`src/design/pcj_pkg.sv`:
```
`timescale 1ns / 1ps
// ----------------------------------------------------------------------------
// pcj_pkg
// Shared types, constants and palette tables for the hue jitter pipeline.
// ----------------------------------------------------------------------------
package pcj_pkg;

    // Fixed-point formats: channels, s and v are 0.FRAC_BITS, hue is 0.HUE_BITS.
    localparam int FRAC_BITS = 16;
    localparam int HUE_BITS  = 20;
    localparam int CH_W      = FRAC_BITS + 1;

    // Golden-ratio hash multiplier, split into 32-bit halves.
    localparam logic [31:0] HASH_MUL_LO = 32'h7F4A7C15;
    localparam logic [31:0] HASH_MUL_HI = 32'h9E3779B9;

    // Weights of the 16-bit chunks of a 64-bit word modulo 10000.
    localparam logic [12:0] W16 = 13'd5536;
    localparam logic [12:0] W32 = 13'd7296;
    localparam logic [12:0] W48 = 13'd656;

    // Reciprocal for the final modulo 10000 of a value below 2^30.
    localparam logic [30:0] MOD_RECIP = 31'd1759218605;
    localparam int          MOD_SH    = 44;
    localparam logic [13:0] HASH_MOD  = 14'd10000;
    localparam logic [13:0] HASH_MID  = 14'd5000;

    // Reciprocal for the division by 15625 of the scaled hue offset.
    localparam logic [31:0] SHIFT_RECIP = 32'd2251799814;
    localparam int          SHIFT_SH    = 45;

    // Control and colour information that rides along the pipeline.
    typedef struct packed {
        logic       zero;
        logic [2:0] kind;
        logic [7:0] alpha;
    } t_side;

    // Base palette colour, red in the top byte.
    function automatic logic [23:0] base_rgb(input logic [2:0] kind);
        logic [23:0] rgb;
        case (kind)
            3'd0:    rgb = 24'h7FB2FF;
            3'd1:    rgb = 24'hFFC46B;
            3'd2:    rgb = 24'hFF7A6B;
            3'd3:    rgb = 24'hB98CFF;
            3'd4:    rgb = 24'h7FE0A8;
            default: rgb = 24'hCFCFCF;
        endcase
        return rgb;
    endfunction

    // Alpha per tier; the unused code reads as the author level.
    function automatic logic [7:0] tier_alpha(input logic [1:0] tier);
        logic [7:0] a;
        case (tier)
            2'd1:    a = 8'hB0;
            2'd2:    a = 8'h60;
            default: a = 8'hE0;
        endcase
        return a;
    endfunction

    // Hue of each base colour, 0.20 turns.
    function automatic logic [HUE_BITS-1:0] kind_hue(input logic [2:0] kind);
        logic [HUE_BITS-1:0] h;
        case (kind)
            3'd0:    h = 20'd629418;
            3'd1:    h = 20'd105093;
            3'd2:    h = 20'd17712;
            3'd3:    h = 20'd767436;
            3'd4:    h = 20'd423394;
            default: h = 20'd0;
        endcase
        return h;
    endfunction

    // Chroma c = (v * s) >> FRAC_BITS of each base colour.
    function automatic logic [CH_W-1:0] kind_c(input logic [2:0] kind);
        logic [CH_W-1:0] c;
        case (kind)
            3'd0:    c = 17'd32896;
            3'd1:    c = 17'd38036;
            3'd2:    c = 17'd38036;
            3'd3:    c = 17'd29555;
            3'd4:    c = 17'd24928;
            default: c = 17'd0;
        endcase
        return c;
    endfunction

    // Offset m = v - c of each base colour.
    function automatic logic [CH_W-1:0] kind_m(input logic [2:0] kind);
        logic [CH_W-1:0] m;
        case (kind)
            3'd0:    m = 17'd32640;
            3'd1:    m = 17'd27500;
            3'd2:    m = 17'd27500;
            3'd3:    m = 17'd35981;
            3'd4:    m = 17'd32640;
            default: m = 17'd53199;
        endcase
        return m;
    endfunction

endpackage

```
`src/design/pcj_shift.sv`:
```
`timescale 1ns / 1ps
// ----------------------------------------------------------------------------
// pcj_shift
// Three stages: final modulo 10000 and the signed hue offset in 0.20 turns.
// ----------------------------------------------------------------------------
module pcj_shift (
    input  logic               i_clk,
    input  logic               i_rst_n,
    input  logic               i_valid,
    output logic               o_ready,
    input  logic [29:0]        i_fold,
    input  pcj_pkg::t_side     i_side,
    output logic               o_valid,
    input  logic               i_ready,
    output logic               o_neg,
    output logic [18:0]        o_mag,
    output pcj_pkg::t_side     o_side
);

    logic [2:0]           r_v;
    logic [2:0]           en;
    logic [29:0]          r_x;
    logic [16:0]          r_q;
    logic                 r_neg0, r_neg1;
    logic [30:0]          r_y;
    logic [18:0]          r_mag;
    pcj_pkg::t_side       r_s0, r_s1, r_s2;
    logic [60:0]          prod_q;
    logic [13:0]          rem;
    logic [12:0]          mid_dist;
    logic [63:0]          prod_m;

    assign en[2]   = !r_v[2] || i_ready;
    assign en[1]   = !r_v[1] || en[2];
    assign en[0]   = !r_v[0] || en[1];
    assign o_ready = en[0];

    always_ff @(posedge i_clk) begin
        if (!i_rst_n) begin
            r_v <= '0;
        end else begin
            if (en[0]) r_v[0] <= i_valid;
            if (en[1]) r_v[1] <= r_v[0];
            if (en[2]) r_v[2] <= r_v[1];
        end
    end

    // Quotient by 10000 through the reciprocal; exact for folds below 2^30.
    assign prod_q = 61'(i_fold) * 61'(pcj_pkg::MOD_RECIP);

    // Remainder, distance from the midpoint, and scaling by 14 * 2^20 / 64.
    always_comb begin
        rem      = 14'(r_x - 30'(r_q) * 30'(pcj_pkg::HASH_MOD));
        mid_dist = (rem < pcj_pkg::HASH_MID) ? 13'(pcj_pkg::HASH_MID - rem)
                                             : 13'(rem - pcj_pkg::HASH_MID);
    end

    // Division by 15625 through the reciprocal, truncated toward zero.
    assign prod_m = 64'(r_y) * 64'(pcj_pkg::SHIFT_RECIP);

    always_ff @(posedge i_clk) begin
        if (en[0]) begin
            r_x  <= i_fold;
            r_q  <= prod_q[pcj_pkg::MOD_SH +: 17];
            r_s0 <= i_side;
        end
        if (en[1]) begin
            r_neg0 <= (rem < pcj_pkg::HASH_MID);
            r_y    <= 31'({({5'd0, mid_dist, 3'd0} - {8'd0, mid_dist}), 15'd0});
            r_s1   <= r_s0;
        end
        if (en[2]) begin
            r_neg1 <= r_neg0;
            r_mag  <= prod_m[pcj_pkg::SHIFT_SH +: 19];
            r_s2   <= r_s1;
        end
    end

    assign o_valid = r_v[2];
    assign o_neg   = r_neg1;
    assign o_mag   = r_mag;
    assign o_side  = r_s2;

endmodule

```
`config.mk`:
```
export PLATFORM = sky130hd
export DESIGN_NAME = pcj_shift
export DESIGN_NICKNAME = d
export VERILOG_FILES = /design/src/design/pcj_pkg.sv /design/src/design/pcj_shift.sv
export SDC_FILE = /design/constraint.sdc
export NUM_CORES = 2
export LEC_CHECK = 0
export BUFFER_PORTS_ARGS = -buffer_cell sky130_fd_sc_hd__buf_2
export CORE_ASPECT_RATIO = 1.1
export CORE_MARGIN = 2
export CORE_UTILIZATION = 55
export CTS_BUF_LIST = sky130_fd_sc_hd__clkbuf_8 sky130_fd_sc_hd__clkbuf_16
export DETAILED_ROUTE_END_ITERATION = 7
export PLACE_DENSITY = 0.77
export SLEW_MARGIN = 20
export SYNTH_ARGS = -nofsm -noshare
export SYNTH_HDL_FRONTEND = slang
export SYNTH_SLANG_ARGS = --single-unit
```
`constraint.sdc`:
```
create_clock -name i_clk -period 14.8 [get_ports i_clk]
set_input_delay 0 -clock i_clk [delete_from_list [all_inputs] [get_ports i_clk]]
set_output_delay 0 -clock i_clk [all_outputs]
set_load 0.005 [all_outputs]
```
After elaboration in Yosys (flattened, before gate mapping). Cells that the tools add are included. W data, S select, Z words.

Memory bits (writable): 0. Output and inout port bits: 34. Bits of input ports: 46. Register bits after elaboration: 106. Memories: 0. Bits in read-only memories: 0. Latch bits: 0.

Bitwise operators: 0. Add/sub/neg operators: 4. Div/mod/pow operators: 0. Mux-type cells: 1. Equal/unequal tests: 0. Order comparisons: 1. Multiply operators: 3. Shift operators: 0. Reductions and logical operators: 6.

Operators by type and width (count): $mul A30 B31 Y61 const B (1); $mul A16 B31 Y47 const B (1); $mul A17 B10 Y10 const B (1); $sub A16 B13 Y16 (1); $lt A14 B13 Y1 const B (1); $sub A14 B14 Y14 (1); $mux W13 (1); $sub A13 B13 Y13 const A (1); $sub A13 B13 Y13 const B (1); $logic_not A1 Y1 (3); $logic_or A1 B1 Y1 (3).

Logic depth before layout (Yosys ltp).
Depth after elaboration: 5. Gate-level depth with buffers: 29.

Least setup slack after synthesis. No wires, ideal clock.

Kind: input to register. From: in i_fold[7]. To: reg r_q[2], data pin. Path slack: 8138 ps. Arrival: 6397 ps. Stages: 26. Setup time: 265 ps. Required time: 14535 ps. Path buffers: 0. Path through: inv_1 -> fa_1 -> fa_1 -> fa_1 -> fa_1 -> inv_1 -> fa_1 -> inv_1 -> fa_1 -> inv_1 -> fa_1 -> inv_1 -> fa_1 -> inv_1 -> ha_1 -> and3_1 -> a221oi_1 -> a21boi_0 -> o21ai_0 -> nand2b_1 -> and3_1 -> a2111oi_0 -> o21ai_0 -> a31oi_1 -> o21ai_0 -> xor2_1.

Longest elaborated chain between the ends: 1.

RTL lines: from (decl) (line pcj_shift.sv:11) `input logic [29:0] i_fold,`; $mul A30 B31 Y61 (line pcj_shift.sv:49) `assign prod_q = 61'(i_fold) * 61'(pcj_pkg::MOD_RECIP);`; via prod_q[46] (line pcj_shift.sv:28) `logic [60:0] prod_q;`; to (signal assigned) (line pcj_shift.sv:64) `r_q <= prod_q[pcj_pkg::MOD_SH +: 17];`; to (decl) (line pcj_shift.sv:23) `logic [16:0] r_q;`.

The timed path passes the listed nets, and every way through them passes these cells. A chain may end at the register's enable or synchronous reset.

Worst setup path in the final report.
From: in i_fold[10]. To: reg r_q[2], data pin.

Same word-level chain as after synthesis.

==> flow_summary_export.csv <==
group,metric,value,unit
route,totalWireLength,64800,um
grt,grt_max_degree,39,
clocking,cts_setup_buffers,0,
worst_setup_path,required,14.91,ns
run_status,status,"completed",
timing,grt_setup_unrepaired,"no",
die,fp.dieW,212,um
route,wl_per_cell,20.7,um
yosys,synth_cell_types,73,
clocking,clockBufferDepth,2,
timing,finalSetupTns,0,ns
clocking,cts_resized,0,
route,first_pass_iters,5,
die,core_area,0.0468,mm^2
yosys,ys_ff_latch,99,
worst_hold_path,hp-class,"in2reg",
layout,most-common-layout-cells,"inv_1 (761), fa_1 (546), ha_1 (494), edfxtp_1 (96), buf_2 (78)",
yosys,syn_area,0.0262,mm^2
timing,setup_viol,0,
placement,numPortBuffers,78,
yosys,synth_fp_nets,3477,
die,start_util,0.559,
timing,worstMarginPinSlew,0.824,ns
die,dieArea,0.0493,mm^2
timing,skew,0.0150,ns
worst_setup_path,cpPeakStageDelay,0.55,ns
worst_hold_path,min_from,"i_fold[7]",
layout,n_antenna_cell,0,
die,die_h,233,um
clocking,htreeDepth,3,
yosys,synth-main-ff-cell,"edfxtp_1",
route,via_count,16905,
run,cap_violations,0,
clocking,clockRootBuffer,"clkbuf_16",
worst_setup_path,crit_path_start,"i_fold[10]",
yosys,synthArstFlopShare,0,
placement,dp_hpwl,58600,um
timing,hold_viol,0,
die,std_cell_rows,83,
worst_setup_path,crit_family,"adder cells",
yosys,synth-edff-count,96,
yosys,seq_area_frac_synth,0.112,
clocking,clk_pin_slew_worst_paths,0.09,ns
timing,post-route-period-util,0.530,
route,ant_nets,0,
clocking,cts_tree,"yes",
grt,first_global_vias,19365,
worst_setup_path,cp_slowest_cell,"fa_1",
timing,fmax,0.127,GHz
clocking,cts_made_buffers,9,
route,vias_per_cell,5.39,
grt,grt_usage,0.278,
worst_setup_path,arrival,7.96,ns
worst_setup_path,path_class,"in2reg",
timing,slew_violations,0,
clocking,cts.sinks,99,
worst_setup_path,crit_buf_inv,8,
clocking,clkLatencyLatePin,0.37,ns
die,ios,80,
grt,overflow,0,
layout,fin_nets,3582,
timing,min_period,7.85,ns
clocking,ctsHoldBuffers,24,
yosys,syn_inst,2391,
layout,drive_gt1_frac,0.0496,
yosys,ys_warn_count,0,
placement,place.gp.congestion,1.04,
grt,grt_pass1_wl,102000,um
route,drt_iter0_markers,820,
worst_setup_path,reg2reg_from,"r_y[26]",
layout,final_common_cell,"inv_1",
route,drcViolationCount,0,
grt,antenna_found_initial,0,
layout,area.growth.synth_to_final,6.48,%
worst_setup_path,startpoint_type,"primary input",
worst_setup_path,end_kind,"register",
worst_setup_path,cp_max_fo,8,
yosys,syn_avg_cell_area,10.9,um^2
timing,max_slew_margin,0.443,
[sequential cells by signal, indices dropped and copies added, names as in the netlist]
name and count:
r_x 14, o_side 12, r_q 10, o_neg 1
o_mag 18, r_s0 12, r_neg0 1, r_s1 12
r_y 16, r_v 3
[synth_stat cells, types with 9 or more instances]
master / number / area share
inv_1: 762 / 0.11
fa_1: 546 / 0.42
ha_1: 494 / 0.24
edfxtp_1: 96 / 0.11
xnor2_1: 50 / 0.017
a21oi_1: 46 / 0.0088
nor2_1: 42 / 0.0060
a21o_1: 37 / 0.011
nand2_1: 36 / 0.0052
o21ai_0: 36 / 0.0069
xor2_1: 27 / 0.0090
nand2b_1: 17 / 0.0041
nand3_1: 17 / 0.0033
nor3_1: 12 / 0.0023
and2_1: 11 / 0.0026
or2_2: 11 / 0.0026
and3_1: 10 / 0.0024
or3_1: 9 / 0.0022
[area by class of cell]
class	count	area, um^2
clock buffer	9	225
inverter	762	2860
clock inverter	7	70.1
tap	637	797
fill	3798	19000
multi-input combinational	1522	20300
sequential	99	2940
timing repair buffer	102	631
[layer usage]
metal | GRT usage | share of wire | up-vias
li1 | - | - | 7607
met1 | 0.317 | 0.37 | 8595
met2 | 0.507 | 0.52 | 512
met3 | 0.0397 | 0.045 | 191
met4 | 0.142 | 0.059 | 0
met5 | 0 | 0 | -
[worst reg2reg max path: stages (launching register included)]
cell	delay [ns]
edfxtp_1	0.55
ha_1	0.45
inv_1	0.11
fa_1	0.59
inv_1	0.08
fa_1	0.57
inv_1	0.08
fa_1	0.53
inv_1	0.05
fa_1	0.50
fa_1	0.49
ha_1	0.34
a21o_1	0.17
a21o_1	0.18
a21o_1	0.17
a21oi_1	0.17
o221ai_1	0.15
a221oi_1	0.33
o311ai_0	0.36
a311oi_1	0.55
o31ai_1	0.19
a21oi_1	0.25
o21bai_1	0.13
a21o_1	0.19
[stage by stage]
stage                     setup WS [ns]  area, um^2  hold slack, ns   util  instances
after floorplan                    8.14       26200          0.0989      -       2391
after global placement             7.25       27300           0.177  0.583       3098
after detailed placement           7.17       27300           0.179  0.583       3098
after CTS                          7.02       27900          0.0146  0.595       3138
after global routing               6.29       27900          0.0328  0.595       3138
final                              6.95       27900          0.0302  0.595       3138
[kinds of logic (layout without fill, tap and decap cells)]
| family | count (synthesis) | in the layout | synth area share |
|---|---|---|---|
| AO/OA/AOI/OAI | 196 | 196 | 0.0512 |
| flip-flops | 99 | 99 | 0.112 |
| XOR/XNOR | 80 | 80 | 0.0281 |
| buffers and inverters | 770 | 880 | 0.111 |
| multiplexers | 7 | 7 | 0.00277 |
| adder cells (fa/ha/maj) | 1041 | 1041 | 0.654 |
| other | 1 | 1 | 0.000143 |
| AND/OR/NAND/NOR | 197 | 197 | 0.0403 |
[path summary, 6_finish.rpt]
check	to	slack, ns	cells after the start
setup / recovery	r_q[2]	6.95	30
hold / removal	r_x[7]	0.03	1
setup reg to reg	o_mag[17]	7.38	23
hold reg to reg	o_side[5]	0.41	0
Power is left out: the tool's default activity adds up to more than one toggle a clock period on the data nets, which glitch-free logic cannot reach.
