==> src/design/pcj_pkg.sv <==
`timescale 1ns / 1ps
// ----------------------------------------------------------------------------
// pcj_pkg
// Shared types, constants and palette tables for the hue jitter pipeline.
// ----------------------------------------------------------------------------
package pcj_pkg;

    // Fixed-point formats: channels, s and v are 0.FRAC_BITS, hue is 0.HUE_BITS.
    localparam int FRAC_BITS = 16;
    localparam int HUE_BITS  = 20;
    localparam int CH_W      = FRAC_BITS + 1;

    // Golden-ratio hash multiplier, split into 32-bit halves.
    localparam logic [31:0] HASH_MUL_LO = 32'h7F4A7C15;
    localparam logic [31:0] HASH_MUL_HI = 32'h9E3779B9;

    // Weights of the 16-bit chunks of a 64-bit word modulo 10000.
    localparam logic [12:0] W16 = 13'd5536;
    localparam logic [12:0] W32 = 13'd7296;
    localparam logic [12:0] W48 = 13'd656;

    // Reciprocal for the final modulo 10000 of a value below 2^30.
    localparam logic [30:0] MOD_RECIP = 31'd1759218605;
    localparam int          MOD_SH    = 44;
    localparam logic [13:0] HASH_MOD  = 14'd10000;
    localparam logic [13:0] HASH_MID  = 14'd5000;

    // Reciprocal for the division by 15625 of the scaled hue offset.
    localparam logic [31:0] SHIFT_RECIP = 32'd2251799814;
    localparam int          SHIFT_SH    = 45;

    // Control and colour information that rides along the pipeline.
    typedef struct packed {
        logic       zero;
        logic [2:0] kind;
        logic [7:0] alpha;
    } t_side;

    // Base palette colour, red in the top byte.
    function automatic logic [23:0] base_rgb(input logic [2:0] kind);
        logic [23:0] rgb;
        case (kind)
            3'd0:    rgb = 24'h7FB2FF;
            3'd1:    rgb = 24'hFFC46B;
            3'd2:    rgb = 24'hFF7A6B;
            3'd3:    rgb = 24'hB98CFF;
            3'd4:    rgb = 24'h7FE0A8;
            default: rgb = 24'hCFCFCF;
        endcase
        return rgb;
    endfunction

    // Alpha per tier; the unused code reads as the author level.
    function automatic logic [7:0] tier_alpha(input logic [1:0] tier);
        logic [7:0] a;
        case (tier)
            2'd1:    a = 8'hB0;
            2'd2:    a = 8'h60;
            default: a = 8'hE0;
        endcase
        return a;
    endfunction

    // Hue of each base colour, 0.20 turns.
    function automatic logic [HUE_BITS-1:0] kind_hue(input logic [2:0] kind);
        logic [HUE_BITS-1:0] h;
        case (kind)
            3'd0:    h = 20'd629418;
            3'd1:    h = 20'd105093;
            3'd2:    h = 20'd17712;
            3'd3:    h = 20'd767436;
            3'd4:    h = 20'd423394;
            default: h = 20'd0;
        endcase
        return h;
    endfunction

    // Chroma c = (v * s) >> FRAC_BITS of each base colour.
    function automatic logic [CH_W-1:0] kind_c(input logic [2:0] kind);
        logic [CH_W-1:0] c;
        case (kind)
            3'd0:    c = 17'd32896;
            3'd1:    c = 17'd38036;
            3'd2:    c = 17'd38036;
            3'd3:    c = 17'd29555;
            3'd4:    c = 17'd24928;
            default: c = 17'd0;
        endcase
        return c;
    endfunction

    // Offset m = v - c of each base colour.
    function automatic logic [CH_W-1:0] kind_m(input logic [2:0] kind);
        logic [CH_W-1:0] m;
        case (kind)
            3'd0:    m = 17'd32640;
            3'd1:    m = 17'd27500;
            3'd2:    m = 17'd27500;
            3'd3:    m = 17'd35981;
            3'd4:    m = 17'd32640;
            default: m = 17'd53199;
        endcase
        return m;
    endfunction

endpackage

==> src/design/pcj_hash.sv <==
`timescale 1ns / 1ps
// ----------------------------------------------------------------------------
// pcj_hash
// Three stages: golden-ratio product mod 2^64 and its folding modulo 10000.
// ----------------------------------------------------------------------------
module pcj_hash (
    input  logic               i_clk,
    input  logic               i_rst_n,
    input  logic               i_valid,
    output logic               o_ready,
    input  logic [63:0]        i_id,
    input  pcj_pkg::t_side     i_side,
    output logic               o_valid,
    input  logic               i_ready,
    output logic [29:0]        o_fold,
    output pcj_pkg::t_side     o_side
);

    logic [2:0]           r_v;
    logic [2:0]           en;
    logic [63:0]          r_p00;
    logic [31:0]          r_p01;
    logic [31:0]          r_p10;
    logic [63:0]          r_h;
    logic [29:0]          r_fold;
    pcj_pkg::t_side       r_s0, r_s1, r_s2;
    logic [63:0]          n_h;
    logic [29:0]          n_fold;

    // A stage advances when it is empty or the next one advances.
    assign en[2]   = !r_v[2] || i_ready;
    assign en[1]   = !r_v[1] || en[2];
    assign en[0]   = !r_v[0] || en[1];
    assign o_ready = en[0];

    always_ff @(posedge i_clk) begin
        if (!i_rst_n) begin
            r_v <= '0;
        end else begin
            if (en[0]) r_v[0] <= i_valid;
            if (en[1]) r_v[1] <= r_v[0];
            if (en[2]) r_v[2] <= r_v[1];
        end
    end

    // Low 64 bits of the product from three partial products.
    assign n_h = r_p00 + {r_p01 + r_p10, 32'd0};

    // Fold the 16-bit chunks with their weights modulo 10000.
    assign n_fold = 30'(r_h[15:0])
                  + 30'(r_h[31:16]) * 30'(pcj_pkg::W16)
                  + 30'(r_h[47:32]) * 30'(pcj_pkg::W32)
                  + 30'(r_h[63:48]) * 30'(pcj_pkg::W48);

    always_ff @(posedge i_clk) begin
        if (en[0]) begin
            r_p00 <= 64'(i_id[31:0]) * 64'(pcj_pkg::HASH_MUL_LO);
            r_p01 <= 32'(i_id[31:0] * pcj_pkg::HASH_MUL_HI);
            r_p10 <= 32'(i_id[63:32] * pcj_pkg::HASH_MUL_LO);
            r_s0  <= i_side;
        end
        if (en[1]) begin
            r_h  <= n_h;
            r_s1 <= r_s0;
        end
        if (en[2]) begin
            r_fold <= n_fold;
            r_s2   <= r_s1;
        end
    end

    assign o_valid = r_v[2];
    assign o_fold  = r_fold;
    assign o_side  = r_s2;

endmodule

==> config.mk <==
export PLATFORM = sky130hd
export DESIGN_NAME = pcj_hash
export DESIGN_NICKNAME = d
export VERILOG_FILES = /design/src/design/pcj_pkg.sv /design/src/design/pcj_hash.sv
export SDC_FILE = /design/constraint.sdc
export NUM_CORES = 2
export LEC_CHECK = 0
export BUFFER_PORTS_ARGS = -buffer_cell sky130_fd_sc_hd__buf_4
export CORE_MARGIN = 2
export CORE_UTILIZATION = 35
export DETAILED_ROUTE_END_ITERATION = 8
export GPL_TIMING_DRIVEN = 1
export PLACE_DENSITY = 0.5
export SYNTH_ARGS = -nofsm -noshare
export SYNTH_HDL_FRONTEND = slang
export SYNTH_SLANG_ARGS = --single-unit
==> constraint.sdc <==
create_clock -name i_clk -period 9.83 [get_ports i_clk]
set_input_delay 1.966 -clock i_clk [delete_from_list [all_inputs] [get_ports i_clk]]
set_output_delay 1.966 -clock i_clk [all_outputs]
set_load 0.01 [all_outputs]
# == Yosys cells after proc, flatten, opt, wreduce, memory -nomap -nowiden ==
# Index checks and enable logic that the tools add are counted.
# op_classes
addsub,5
mul,6
n_reduce_logical,6
# ops
operator,n
$add 63x64->64,1
$mul 32x31->63 const B,1
$mul 16x6->22 const B,2
$add 32x32->32,1
$mul 32x31->32 const B,1
$mul 32x32->32 const B,1
$add 16x29->30,1
$add 30x26->30,1
$add 30x29->30,1
$mul 16x8->24 const B,1
$logic_not 1->1,3
$logic_or 1x1->1,3
# word_totals
reg_bits,260
output_inout_bits,44
elab_cells,34

# == Longest topological paths before layout ==
# depth
depth_word,4
mapped_depth,28
mapped_depth_nobuf,28

# == Least setup slack after synthesis ==
# No wires, ideal clock.
# synth_timing
path_type,input-to-reg
from,input i_id[10]
to,register r_p00[61] (data pin)
setup_time_ns,0.269
arrival_time_ns,8.498
t_required_ns,9.561
setup_slack_ns,1.064
stages,26
n_path_buf,1
path_cell_list,inv_1 > fa_1 > inv_1 > ha_1 > fa_1 > fa_1 > inv_1 > fa_1 > inv_1 > fa_1 > fa_1 > inv_1 > fa_1 > inv_1 > ha_1 > buf_6 > a21o_1 > a21o_1 > a21oi_2 > o21ai_1 > a2111o_1 > a31o_4 > a221o_2 > a311oi_4 > o31ai_1 > xor2_1
# synth_via
elab_chain_len,1
# synth_lines
item,line,text
from (decl),pcj_hash.sv:11,"input logic [63:0] i_id,"
$mul 32x31->63,pcj_hash.sv:57,r_p00 <= 64'(i_id[31:0]) * 64'(pcj_pkg::HASH_MUL_LO);
to (signal assigned),pcj_hash.sv:57,
to (decl),pcj_hash.sv:21,logic [63:0] r_p00;
# Every way passes these cells.
# A chain may end at the register's enable or synchronous reset.

# == Final worst setup path ==
# layout_timing
from,input i_id[2]
to,register r_p00[56] (data pin)
# Same word-level chain as after synthesis.

==> flow_metrics.env <==
export IMPL_outcome="finished, final reports clean"
export IMPL_synth_edf_count=255
export IMPL_fin_crit_ns=8.89
export IMPL_rr_endpoint="o_fold[29]"
export IMPL_ctsHoldBuffers=0
export IMPL_first_pass_iters=5
export IMPL_synth_top_area_share_pct=34.3
export IMPL_port_buffer_count=123
export IMPL_via_per_inst=4.78
export IMPL_finalWeightedCongestion=0.969
export IMPL_cts_clk_slew_worst_paths_ns=0.06
export IMPL_fp_row_count=139
export IMPL_endpoint_kind="register"
export IMPL_hold_viol=0
export IMPL_stdcell_count=6842
export IMPL_io_pins=124
export IMPL_ys_ff_latch=258
export IMPL_drcViolationCount=0
export IMPL_clk_latency_ns=0.58
export IMPL_die_x_um=385
export IMPL_grt_pass1_wl_um=225000
export IMPL_drive_gt1_share_pct=4.86
export IMPL_setup_tns_ns=0
export IMPL_r2r_slack_ns=2.55
export IMPL_overflow=0
export IMPL_met3_length_um=5930
export IMPL_post_cts_setup_buffers=0
export IMPL_clock_sinks=258
export IMPL_hold_depth=0
export IMPL_multi_input_area_um2=38100
export IMPL_nFillCells=14300
export IMPL_totalWireLength_um=148000
export IMPL_hold_class="reg -> reg"
export IMPL_cp_start_kind="input port"
export IMPL_post_drt_wl_per_cell_um=21.6
export IMPL_num_vias=32700
export IMPL_cts_max_level=2
export IMPL_critPathRequiredTime_ns=10.15
export IMPL_worstPathArrival_ns=9.21
export IMPL_dr_wl_met2_um=67900
export IMPL_rr_worst_depth=27
export IMPL_syn_area_per_cell_um2=10.7
export IMPL_drv_slew=0
export IMPL_critPathKind="in -> reg"
export IMPL_ys_types=87
export IMPL_async_flop_share_pct=0
export IMPL_rsz0062_at_grt="no"
export IMPL_slew_headroom_pct=27.1
export IMPL_cts_root_buf="clkbuf_16"
export IMPL_maxCapViolations=0
export IMPL_area_delta_synth_final_pct=9.05
export IMPL_die_area_um2=148000
export IMPL_r2r_start="r_h[19]"
export IMPL_top_layer="met4"
export IMPL_ys_flop_type="edfxtp_1"
export IMPL_fp_coreArea_um2=144000
export IMPL_wl_met1_um=69500
export IMPL_grt_total_usage_pct=20.6
export IMPL_cts_resized=0
export IMPL_cts_tree="built"
export IMPL_synth_area_leader_cell="fa_1"
export IMPL_clock_skew_ns=0.0222
export IMPL_die_height_um=385
export IMPL_clock_path_buffers=3
export IMPL_post_route_period_util_pct=90.4
export IMPL_numCtsBuffers=35
export IMPL_antenna_found_initial=5
export IMPL_synthCells=4736
export IMPL_yosys_warnings=0
export IMPL_min_from="r_p00[10]"
export IMPL_place_inst=6775
export IMPL_grt_max_degree=77
export IMPL_synthesis_area_um2=50800
export IMPL_hpwl_um=133000
export IMPL_yosysSeqAreaShare_pct=15.2
export IMPL_grt_pass1_vias=35300
export IMPL_start_util_pct=35.3
export IMPL_max_freq_mhz=112
export IMPL_dr_first_iter_drc_count=1728
export IMPL_tightest_slew_ns=1.09
export IMPL_drtAntennaViolNets=0
export IMPL_seqCellArea_um2=7720
export IMPL_layout_nets=6816
export IMPL_critPathMaxFanout=10
export IMPL_synth_nets=6643
export IMPL_final_setup_viol_count=0
export IMPL_synth_area_leaders="fa_1 34%, ha_1 24%, edfxtp_1 15%"
export IMPL_holdPathEnd="r_h[10]"
## stage by stage
stage          cell area (um^2)  hold slack, ns  worst slack [ns]  util [%]
2_1_floorplan             50800           0.400              1.06         -
3_3_place_gp              54200           0.401             0.429      37.7
3_5_place_dp              54200           0.405             0.385      37.7
4_1_cts                   55400           0.399              1.01      38.5
5_1_grt                   55400           0.401             0.613      38.5
6_report                  55400           0.404             0.940      38.5
## worst max-delay path, stage by stage
cell,delay (ns)
buf_4,0.23
inv_1,0.14
fa_1,0.54
inv_1,0.13
ha_1,0.32
inv_1,0.07
fa_1,0.43
fa_1,0.60
fa_1,0.46
fa_1,0.51
fa_1,0.43
fa_1,0.50
inv_1,0.04
ha_1,0.34
a21o_1,0.19
a21o_1,0.21
a2111oi_0,0.45
o21ai_0,0.20
a21oi_1,0.17
o211ai_1,0.20
a22oi_1,0.48
a31oi_1,0.23
mux2i_1,0.22
o2111ai_1,0.13
## final cells by class
type                            instances  share of cell area [%]
Clock inverter                         25                   0.542
Antenna cell                            4                  0.0181
Sequential cell                       258                    13.9
Clock buffer                           38                    1.60
Timing Repair Buffer                  145                    1.96
Multi-Input combinational cell       3158                    68.8
Inverter                             1311                    8.88
Tap cell                             1903                    4.29
## cell usage after synthesis (22+ instances only)
cell type	n
nand3_1	25
a21o_1	90
nor2_1	112
fa_1	871
and3_1	26
o21bai_1	28
nor3_1	45
o21a_1	41
inv_1	1311
o21ai_0	95
edfxtp_1	255
nand2b_1	30
ha_1	956
a211oi_1	22
nand2_1	94
xor2_1	66
a21oi_1	179
xnor2_1	199
nor2b_1	28
## cell usage in the layout (no fill, tap or decap), types with 6 or more instances in the layout
master / n
a2111oi_0: 6
a211o_1: 8
a211oi_1: 22
a21boi_0: 17
a21o_1: 90
a21oi_1: 179
a31oi_1: 21
and2_1: 15
and3_1: 26
and4_1: 6
buf_4: 145
clkbuf_16: 35
clkinv_4: 7
edfxtp_1: 255
fa_1: 871
ha_1: 956
inv_1: 1310
nand2_1: 93
nand2b_1: 30
nand3_1: 24
nand4_1: 9
nor2_1: 112
nor2b_1: 28
nor3_1: 45
nor3b_1: 9
nor4_1: 11
o2111ai_1: 7
o211ai_1: 14
o21a_1: 41
o21ai_0: 95
o21bai_1: 28
o31ai_1: 11
or2_2: 10
or3_1: 9
xnor2_1: 199
xor2_1: 66
## logic make-up (layout without fill, tap and decap cells)
kind of cell	after synthesis	in the layout	synth area share (%)
AO/OA/AOI/OAI	613	613	8.00
XOR/XNOR	266	266	4.61
adder cells (fa/ha/maj)	1827	1827	57.8
buffers and inverters	1320	1519	9.85
flip-flops	258	258	15.2
multiplexers	3	3	0.0591
other	0	4	0
AND/OR/NAND/NOR	449	449	4.48
## registers in the layout (all words and copies together) (netlist names)
register,flops
r_p10,32
o_fold,30
r_h,64
r_s1,12
r_p00,61
r_v,3
r_s0,12
r_p01,32
o_side,12
## routing by layer
metal  GRT usage (%)  vias to the layer above
li1                -                    15600
met1            28.9                    16400
met2            33.4                      542
met3            2.63                      138
met4            5.54                        0
met5               0                        -
## worst max path at each step
stage | start | depth (start not counted) | endpoint | slack [ns]
after floorplan | i_id[10] | 26 | r_p00[61] | 1.06
after global placement | i_id[2] | 24 | r_p00[56] | 0.43
after detailed placement | i_id[10] | 26 | r_p00[61] | 0.38
after CTS | i_id[2] | 24 | r_p00[56] | 1.01
after global routing | i_id[2] | 24 | r_p00[56] | 0.61
final | i_id[2] | 24 | r_p00[56] | 0.94
Power is not shown: default switching activity piles up to over one toggle a cycle in this logic, so the estimate is an artifact.
