===== src/design/pcj_pkg.sv =====
`timescale 1ns / 1ps
// ----------------------------------------------------------------------------
// pcj_pkg
// Shared types, constants and palette tables for the hue jitter pipeline.
// ----------------------------------------------------------------------------
package pcj_pkg;

    // Fixed-point formats: channels, s and v are 0.FRAC_BITS, hue is 0.HUE_BITS.
    localparam int FRAC_BITS = 16;
    localparam int HUE_BITS  = 20;
    localparam int CH_W      = FRAC_BITS + 1;

    // Golden-ratio hash multiplier, split into 32-bit halves.
    localparam logic [31:0] HASH_MUL_LO = 32'h7F4A7C15;
    localparam logic [31:0] HASH_MUL_HI = 32'h9E3779B9;

    // Weights of the 16-bit chunks of a 64-bit word modulo 10000.
    localparam logic [12:0] W16 = 13'd5536;
    localparam logic [12:0] W32 = 13'd7296;
    localparam logic [12:0] W48 = 13'd656;

    // Reciprocal for the final modulo 10000 of a value below 2^30.
    localparam logic [30:0] MOD_RECIP = 31'd1759218605;
    localparam int          MOD_SH    = 44;
    localparam logic [13:0] HASH_MOD  = 14'd10000;
    localparam logic [13:0] HASH_MID  = 14'd5000;

    // Reciprocal for the division by 15625 of the scaled hue offset.
    localparam logic [31:0] SHIFT_RECIP = 32'd2251799814;
    localparam int          SHIFT_SH    = 45;

    // Control and colour information that rides along the pipeline.
    typedef struct packed {
        logic       zero;
        logic [2:0] kind;
        logic [7:0] alpha;
    } t_side;

    // Base palette colour, red in the top byte.
    function automatic logic [23:0] base_rgb(input logic [2:0] kind);
        logic [23:0] rgb;
        case (kind)
            3'd0:    rgb = 24'h7FB2FF;
            3'd1:    rgb = 24'hFFC46B;
            3'd2:    rgb = 24'hFF7A6B;
            3'd3:    rgb = 24'hB98CFF;
            3'd4:    rgb = 24'h7FE0A8;
            default: rgb = 24'hCFCFCF;
        endcase
        return rgb;
    endfunction

    // Alpha per tier; the unused code reads as the author level.
    function automatic logic [7:0] tier_alpha(input logic [1:0] tier);
        logic [7:0] a;
        case (tier)
            2'd1:    a = 8'hB0;
            2'd2:    a = 8'h60;
            default: a = 8'hE0;
        endcase
        return a;
    endfunction

    // Hue of each base colour, 0.20 turns.
    function automatic logic [HUE_BITS-1:0] kind_hue(input logic [2:0] kind);
        logic [HUE_BITS-1:0] h;
        case (kind)
            3'd0:    h = 20'd629418;
            3'd1:    h = 20'd105093;
            3'd2:    h = 20'd17712;
            3'd3:    h = 20'd767436;
            3'd4:    h = 20'd423394;
            default: h = 20'd0;
        endcase
        return h;
    endfunction

    // Chroma c = (v * s) >> FRAC_BITS of each base colour.
    function automatic logic [CH_W-1:0] kind_c(input logic [2:0] kind);
        logic [CH_W-1:0] c;
        case (kind)
            3'd0:    c = 17'd32896;
            3'd1:    c = 17'd38036;
            3'd2:    c = 17'd38036;
            3'd3:    c = 17'd29555;
            3'd4:    c = 17'd24928;
            default: c = 17'd0;
        endcase
        return c;
    endfunction

    // Offset m = v - c of each base colour.
    function automatic logic [CH_W-1:0] kind_m(input logic [2:0] kind);
        logic [CH_W-1:0] m;
        case (kind)
            3'd0:    m = 17'd32640;
            3'd1:    m = 17'd27500;
            3'd2:    m = 17'd27500;
            3'd3:    m = 17'd35981;
            3'd4:    m = 17'd32640;
            default: m = 17'd53199;
        endcase
        return m;
    endfunction

endpackage


===== src/design/pcj_rgb.sv =====
`timescale 1ns / 1ps
// ----------------------------------------------------------------------------
// pcj_rgb
// Three stages: hue rotation, sector and secondary chroma, and RGB output.
// ----------------------------------------------------------------------------
module pcj_rgb (
    input  logic               i_clk,
    input  logic               i_rst_n,
    input  logic               i_valid,
    output logic               o_ready,
    input  logic               i_neg,
    input  logic [18:0]        i_mag,
    input  pcj_pkg::t_side     i_side,
    output logic               o_valid,
    input  logic               i_ready,
    output logic [31:0]        o_rgba
);

    localparam int HB = pcj_pkg::HUE_BITS;
    localparam int CW = pcj_pkg::CH_W;

    logic [2:0]           r_v;
    logic [2:0]           en;
    logic [2:0]           r_sec0, r_sec1;
    logic [HB:0]          r_fsel;
    logic [CW-1:0]        r_x;
    logic [31:0]          r_rgba;
    pcj_pkg::t_side       r_s0, r_s1;
    logic [HB-1:0]        newh;
    logic [HB+2:0]        tt;
    logic [HB-1:0]        frac;
    logic [CW+HB:0]       prod_x;
    logic [CW-1:0]        cc, mm;
    logic [CW-1:0]        ro, go, bo;
    logic [23:0]          rgb_out;

    assign en[2]   = !r_v[2] || i_ready;
    assign en[1]   = !r_v[1] || en[2];
    assign en[0]   = !r_v[0] || en[1];
    assign o_ready = en[0];

    always_ff @(posedge i_clk) begin
        if (!i_rst_n) begin
            r_v <= '0;
        end else begin
            if (en[0]) r_v[0] <= i_valid;
            if (en[1]) r_v[1] <= r_v[0];
            if (en[2]) r_v[2] <= r_v[1];
        end
    end

    // Rotate the hue, wrapped to one turn, and split six times it.
    always_comb begin
        newh = i_neg ? pcj_pkg::kind_hue(i_side.kind) - HB'(i_mag)
                     : pcj_pkg::kind_hue(i_side.kind) + HB'(i_mag);
        tt   = {1'b0, newh, 2'b00} + {2'b00, newh, 1'b0};
        frac = tt[HB-1:0];
    end

    // Secondary chroma from the position inside the sector.
    assign prod_x = (CW+HB+1)'(pcj_pkg::kind_c(r_s0.kind)) * (CW+HB+1)'(r_fsel);

    // Map the sector pattern onto the channels and convert to bytes.
    function automatic logic [7:0] to_byte(input logic [CW-1:0] val);
        logic [CW+7:0] p;
        p = {val, 8'd0} - (CW+8)'(val);
        return (p[CW+7:pcj_pkg::FRAC_BITS] > 8'd255) ? 8'hFF : p[pcj_pkg::FRAC_BITS +: 8];
    endfunction

    always_comb begin
        cc = pcj_pkg::kind_c(r_s1.kind);
        mm = pcj_pkg::kind_m(r_s1.kind);
        case (r_sec1)
            3'd0:    begin ro = cc;  go = r_x; bo = '0;  end
            3'd1:    begin ro = r_x; go = cc;  bo = '0;  end
            3'd2:    begin ro = '0;  go = cc;  bo = r_x; end
            3'd3:    begin ro = '0;  go = r_x; bo = cc;  end
            3'd4:    begin ro = r_x; go = '0;  bo = cc;  end
            default: begin ro = cc;  go = '0;  bo = r_x; end
        endcase
        if (r_s1.zero) begin
            rgb_out = pcj_pkg::base_rgb(r_s1.kind);
        end else begin
            rgb_out = {to_byte(ro + mm), to_byte(go + mm), to_byte(bo + mm)};
        end
    end

    always_ff @(posedge i_clk) begin
        if (en[0]) begin
            r_sec0 <= tt[HB+2:HB];
            r_fsel <= tt[HB] ? (HB+1)'((1 << HB)) - (HB+1)'(frac) : (HB+1)'(frac);
            r_s0   <= i_side;
        end
        if (en[1]) begin
            r_sec1 <= r_sec0;
            r_x    <= prod_x[HB +: CW];
            r_s1   <= r_s0;
        end
        if (en[2]) begin
            r_rgba <= {rgb_out, r_s1.alpha};
        end
    end

    assign o_valid = r_v[2];
    assign o_rgba  = r_rgba;

endmodule


===== config.mk =====
export PLATFORM = sky130hd
export DESIGN_NAME = pcj_rgb
export DESIGN_NICKNAME = d
export VERILOG_FILES = /design/src/design/pcj_pkg.sv /design/src/design/pcj_rgb.sv
export SDC_FILE = /design/constraint.sdc
export NUM_CORES = 1
export LEC_CHECK = 0
export ABC_CLOCK_PERIOD_IN_PS = 8500
export BUFFER_PORTS_ARGS = -buffer_cell sky130_fd_sc_hd__buf_2
export CORE_ASPECT_RATIO = 1.4
export CORE_UTILIZATION = 60
export DETAILED_ROUTE_END_ITERATION = 8
export PLACE_DENSITY_LB_ADDON = 0.25
export SETUP_SLACK_MARGIN = 0.2
export SYNTH_ARGS = -nofsm -noshare
export SYNTH_HDL_FRONTEND = slang
export SYNTH_SLANG_ARGS = --single-unit

===== constraint.sdc =====
create_clock -name i_clk -period 8.5 [get_ports i_clk]
set_input_delay 2.125 -clock i_clk [delete_from_list [all_inputs] [get_ports i_clk]]
set_output_delay 2.125 -clock i_clk [all_outputs]
set_load 0.1 [all_outputs]

### Word-level counts from Yosys, hierarchy flattened

Index checks and enable logic that the tools add are counted.

| storage, ports and cells | value |
|---|---|
| register bits | 103 |
| word-level logic and storage cells | 78 |

| operators by class | value |
|---|---|
| multiplexer cells | 14 |
| multiply operators | 1 |
| equal/unequal tests | 16 |
| order comparisons | 3 |
| reductions and logical operators | 19 |
| $add $sub $neg | 10 |

Operators by type and width:

| cell | number |
|---|---|
| case mux 16 bit (4 select lines) | 2 |
| case mux 24 bit (5 select lines) | 1 |
| case mux 17 bit (2 select lines) | 3 |
| case mux 20 bit (5 select lines) | 1 |
| subtractor 25 x 17 -> 25 bit | 3 |
| adder 17 bit | 3 |
| case mux 16 bit (3 select lines) | 1 |
| two-way mux 20 bit | 2 |
| multiplier 17 x 21 -> 37 bit | 1 |
| > comparator 9 x 8 -> 1 bit, second input constant | 3 |
| equality test 3 x 2 -> 1 bit, second input constant | 8 |
| two-way mux 24 bit | 1 |
| two-way mux 8 bit | 3 |
| adder 22 x 21 -> 23 bit | 1 |
| subtractor 21 x 20 -> 21 bit, first input constant | 1 |
| adder 20 x 19 -> 20 bit | 1 |
| subtractor 20 x 19 -> 20 bit | 1 |
| OR reduction 2 bit | 9 |
| equality test 3 x 1 -> 1 bit, second input constant | 4 |
| equality test 3 bit, second input constant | 4 |
| zero test 3 bit | 4 |
| zero test 1 bit | 3 |
| logical OR 1 bit | 3 |

### Logic depth before layout (Yosys ltp)

| depth | value |
|---|---|
| depth in word-level cells | 9 |
| depth in mapped cells | 29 |
| mapped depth without buffers | 28 |

### Worst setup path before layout

Ideal clock, no wire load.

| timing path | value |
|---|---|
| kind | input port to flip-flop |
| start | in i_mag[3] |
| end | reg r_fsel[15], data pin |
| required time | 8.231 ns |
| setup slack | 1.124 ns |
| stages on the path | 24 |
| arrival | 7.107 ns |
| path through | nor2_1 > nor4b_1 > nor4bb_1 > nor2_1 > xnor2_1 > ha_1 > o21a_1 > o21a_1 > a21boi_0 > a41o_1 > o21a_1 > nor2_1 > xnor2_1 > ha_1 > and3_1 > a21oi_1 > o31a_1 > a211o_1 > o21bai_1 > a21o_1 > xnor2_1 > clkbuf_1 > nor2_1 > xor2_1 |

| on the way | value |
|---|---|
| cells in the longest elaborated chain, start to end | 5 |

Ends and longest elaborated chain:

| what | RTL line | source |
|---|---|---|
| start: declaration | pcj_rgb.sv:12 | `input logic [18:0] i_mag,` |
| adder 20 x 19 -> 20 bit / subtractor 20 x 19 -> 20 bit (equally long branches) | pcj_rgb.sv:55, pcj_rgb.sv:54 |  |
| two-way mux 20 bit (*) | pcj_rgb.sv:54 | `newh = i_neg ? pcj_pkg::kind_hue(i_side.kind) - HB'(i_mag)` |
| adder 22 x 21 -> 23 bit (*) | pcj_rgb.sv:56 | `tt = {1'b0, newh, 2'b00} + {2'b00, newh, 1'b0};` |
| subtractor 21 x 20 -> 21 bit | pcj_rgb.sv:91 | `r_fsel <= tt[HB] ? (HB+1)'((1 << HB)) - (HB+1)'(frac) : (HB+1)'(frac);` |
| two-way mux 20 bit (*) | pcj_rgb.sv:91 |  |
| end signal: assignment | pcj_rgb.sv:91 |  |
| end: declaration | pcj_rgb.sv:25 | `logic [HB:0] r_fsel;` |

Every way passes the cells marked *; elsewhere a longest branch is shown, timed or not.
A chain may end at the register's enable or synchronous reset.

### Final worst setup path

| timing path | value |
|---|---|
| start | reg r_s0[8] (netlist name) |
| end | reg r_x[16], data pin |

| on the way | value |
|---|---|
| cells in the longest elaborated chain, start to end | 4 |

Ends and longest elaborated chain:

| what | RTL line | source |
|---|---|---|
| start: declaration | pcj_rgb.sv:28 | `pcj_pkg::t_side r_s0, r_s1;` |
| start signal: assignment | pcj_rgb.sv:92 | `r_s0 <= i_side;` |
| equality test 3 x 2 -> 1 bit / equality test 3 x 1 -> 1 bit (equally long branches) | pcj_pkg.sv:81 | `case (kind)` |
| OR reduction 2 bit (no source line) | - |  |
| case mux 16 bit (4 select lines) (*) | pcj_pkg.sv:81 |  |
| multiplier 17 x 21 -> 37 bit (*) | pcj_rgb.sv:61 | `assign prod_x = (CW+HB+1)'(pcj_pkg::kind_c(r_s0.kind)) * (CW+HB+1)'(r_fsel);` |
| net prod_x[36] | pcj_rgb.sv:32 | `logic [CW+HB:0] prod_x;` |
| end signal: assignment | pcj_rgb.sv:96 | `r_x <= prod_x[HB +: CW];` |
| end: declaration | pcj_rgb.sv:26 | `logic [CW-1:0] r_x;` |

The timed path passes the listed nets; every way through them passes the cells marked *.

==> reports/qor.csv <==
metric,value,unit
status,completed,
ratio of cells with drive above 1 in the final layout,6.59,%
syn_nets,2412,
DP Cell Count,2338,
post-detailed-route wirelength per cell,19.5,um
"Core Util, Final",65.1,%
Top delay family on crit path,adder cells,
syn avg cell area,9.42,um^2
WP data arrival,7.74,ns
Hold Crit Depth,0,
"EDFF count, synth",99,
crit-path cells,"and3b_1, a21o_1, buf_4, and2_1, fa_1, fa_1, inv_1, fa_1, fa_1, fa_1, fa_1, inv_1, ha_1, a21o_1, a21o_1, a21oi_1, o22ai_1, o31a_1, o211ai_1, a41oi_1, a211o_1, a21oi_1, xnor2_1",
r2r startpoint,r_s0[8],
R2R depth,23,
Synth area leader,fa_1,
Final Critical Period,7.62,ns
P&R area growth vs syn,6.04,%
initial drt markers,695,
Rows,74,
Sink Count,102,
Total GRT Usage,31.5,%
drt total wl,45900,um
CP max stage cell,fa_1,
f_max,131,MHz
Top Layer Used,met4,
"Endpoint, Worst Hold",r_s1[3],
final cell count without fillers,2354,
Most common cell on crit path,fa_1,
H-tree levels,3,
"Max FO, Critical Path",11,
R2R Setup Slk,0.88,ns
Yosys reg bits,102,
sequential area share after synthesis,16.8,%
Area contributors post-synth,"fa_1 (24%), ha_1 (17%), edfxtp_1 (17%)",
cts hold-fix bufs,0,
WP data required,8.62,ns
DR WL met2,25000,um
Max Slew Vio Count,0,
input/output buffers,69,
Synth Flop Type,edfxtp_1,
die area,30700,um^2
vias per cell,5.92,
worst setup path category,register to register,
initial antenna violation count,0,
crit path capture type,register,
post-route ant nets,0,
met1 wire length,15800,um
number of inserted diodes,0,
fin nets,2468,
Starting Density,61.4,%
Max-Cap Viols,0,
Hold Worst Slack,0.419,ns
first-pass GRT wire length,74400,um
worst r2r dst,r_x[16],
RSZ-0062 raised after global routing,false,
post-CTS setup buffers,0,
"slowest stage delay, CP",0.58,ns
Max clock buf depth,2,
# resized after CTS,0,
Overflow after GRT,0,
asr flop ratio synth,0,%
iteration count of the initial detailed-routing pass,7,
core outline area,29400,um^2
hold_sp,r_s0[3],
Setup-failing EPs final,0,
Residual DRC,0,
Die W,148,um
post-synthesis cell area,18000,um^2
Die Y,207,um
"count leader, synth",inv_1,
"Distinct cells, synth",86,
Slew @ Worst Pin,1.23,ns
share of Yosys cell area claimed by the top area cell type,23.8,%
worst path bufs/invs,3,
CTS tree,done,
Final Cycle Share,89.7,%
clk slew on worst S/H paths,0.08,ns
final hold vios,0,
met3 WL post-DR,1300,um
HPWL Detailed,39900,um
via count of the routed design,13934,
largest net degree at the start of global routing,40,
startpoint types,register,
Min-Delay Path Class,register to register,
CTS Buf Count,9,
worst rel slew slack,18.1,%
Syn Inst Count,1913,
vias in the first global route,14985,
total I/O pin count,70,
"top cells by count, synth","inv_1 (294), ha_1 (249), fa_1 (214), nand2_1 (145), a21oi_1 (119)",
Clock Latency Late Sink,0.37,ns
"Warnings, synthesis",0,
root buffer cell,clkbuf_16,
post-route setup TNS,0,ns
Final GP Congestion,0.962,
Post-Route Skew,0.00974,ns
[cells by family (layout without fill, tap and decap cells)]
family	count (synthesis)	after routing	share of synthesized area (%)
simple gates	502	502	14.0
fa+ha+maj	463	463	41.1
compound gates	359	359	13.3
buf+inv	332	393	6.98
xor+xnor	148	148	7.38
flops	102	102	16.8
mux	7	7	0.431
[metal layers]
layer  track usage [%]  up-vias
li1                  -     6602
met1              31.1     6776
met2              59.6      377
met3              2.91      179
met4              23.5        0
met5                 0        -
[cell usage in the layout (no fill, tap or decap), drive strengths merged, types with 82 or more instances in the layout]
cell type    n
and2        85
fa         214
ha         249
xnor2      102
nand2      146
inv        297
nor2       101
edfxtp      99
buf         82
a21oi      119
[per-stage QoR]
step,cell area (um^2),setup WS [ns]
4_1_cts,19100,0.878
3_5_place_dp,18800,0.663
3_3_place_gp,18800,0.869
2_1_floorplan,18000,1.12
6_report,19100,0.877
5_1_grt,19100,0.535
[final cells by class]
cell class,count,area [um^2]
well taps,380,475
inverters,295,1110
flip-flops and latches,102,3030
multi-input cells,1479,13700
clock inverters,7,88.8
repair buffers,82,443
clock buffers,9,225
fillers,2441,10200
[flip-flops by register name, indices dropped and copies added (netlist names)]
signal,flops
r_s0,12
o_rgba,32
r_sec0,3
r_sec1,3
r_v,3
r_x,17
r_fsel,20
r_s1,12
[how the worst max path moves through the flow]
stage                     startpoint    endpoint  slack, ns  cells past startpoint
after floorplan             i_mag[3]  r_fsel[15]       1.12                     24
after global placement     i_side[8]  r_fsel[19]       0.87                     25
after detailed placement   i_side[8]  r_fsel[19]       0.66                     25
after CTS                    r_s0[8]     r_x[16]       0.88                     23
after global routing         r_s0[9]     r_x[16]       0.54                     23
final                        r_s0[8]     r_x[16]       0.88                     23
Power is left out: the tool's default activity adds up to more than one toggle a clock period on the data nets, which glitch-free logic cannot reach.
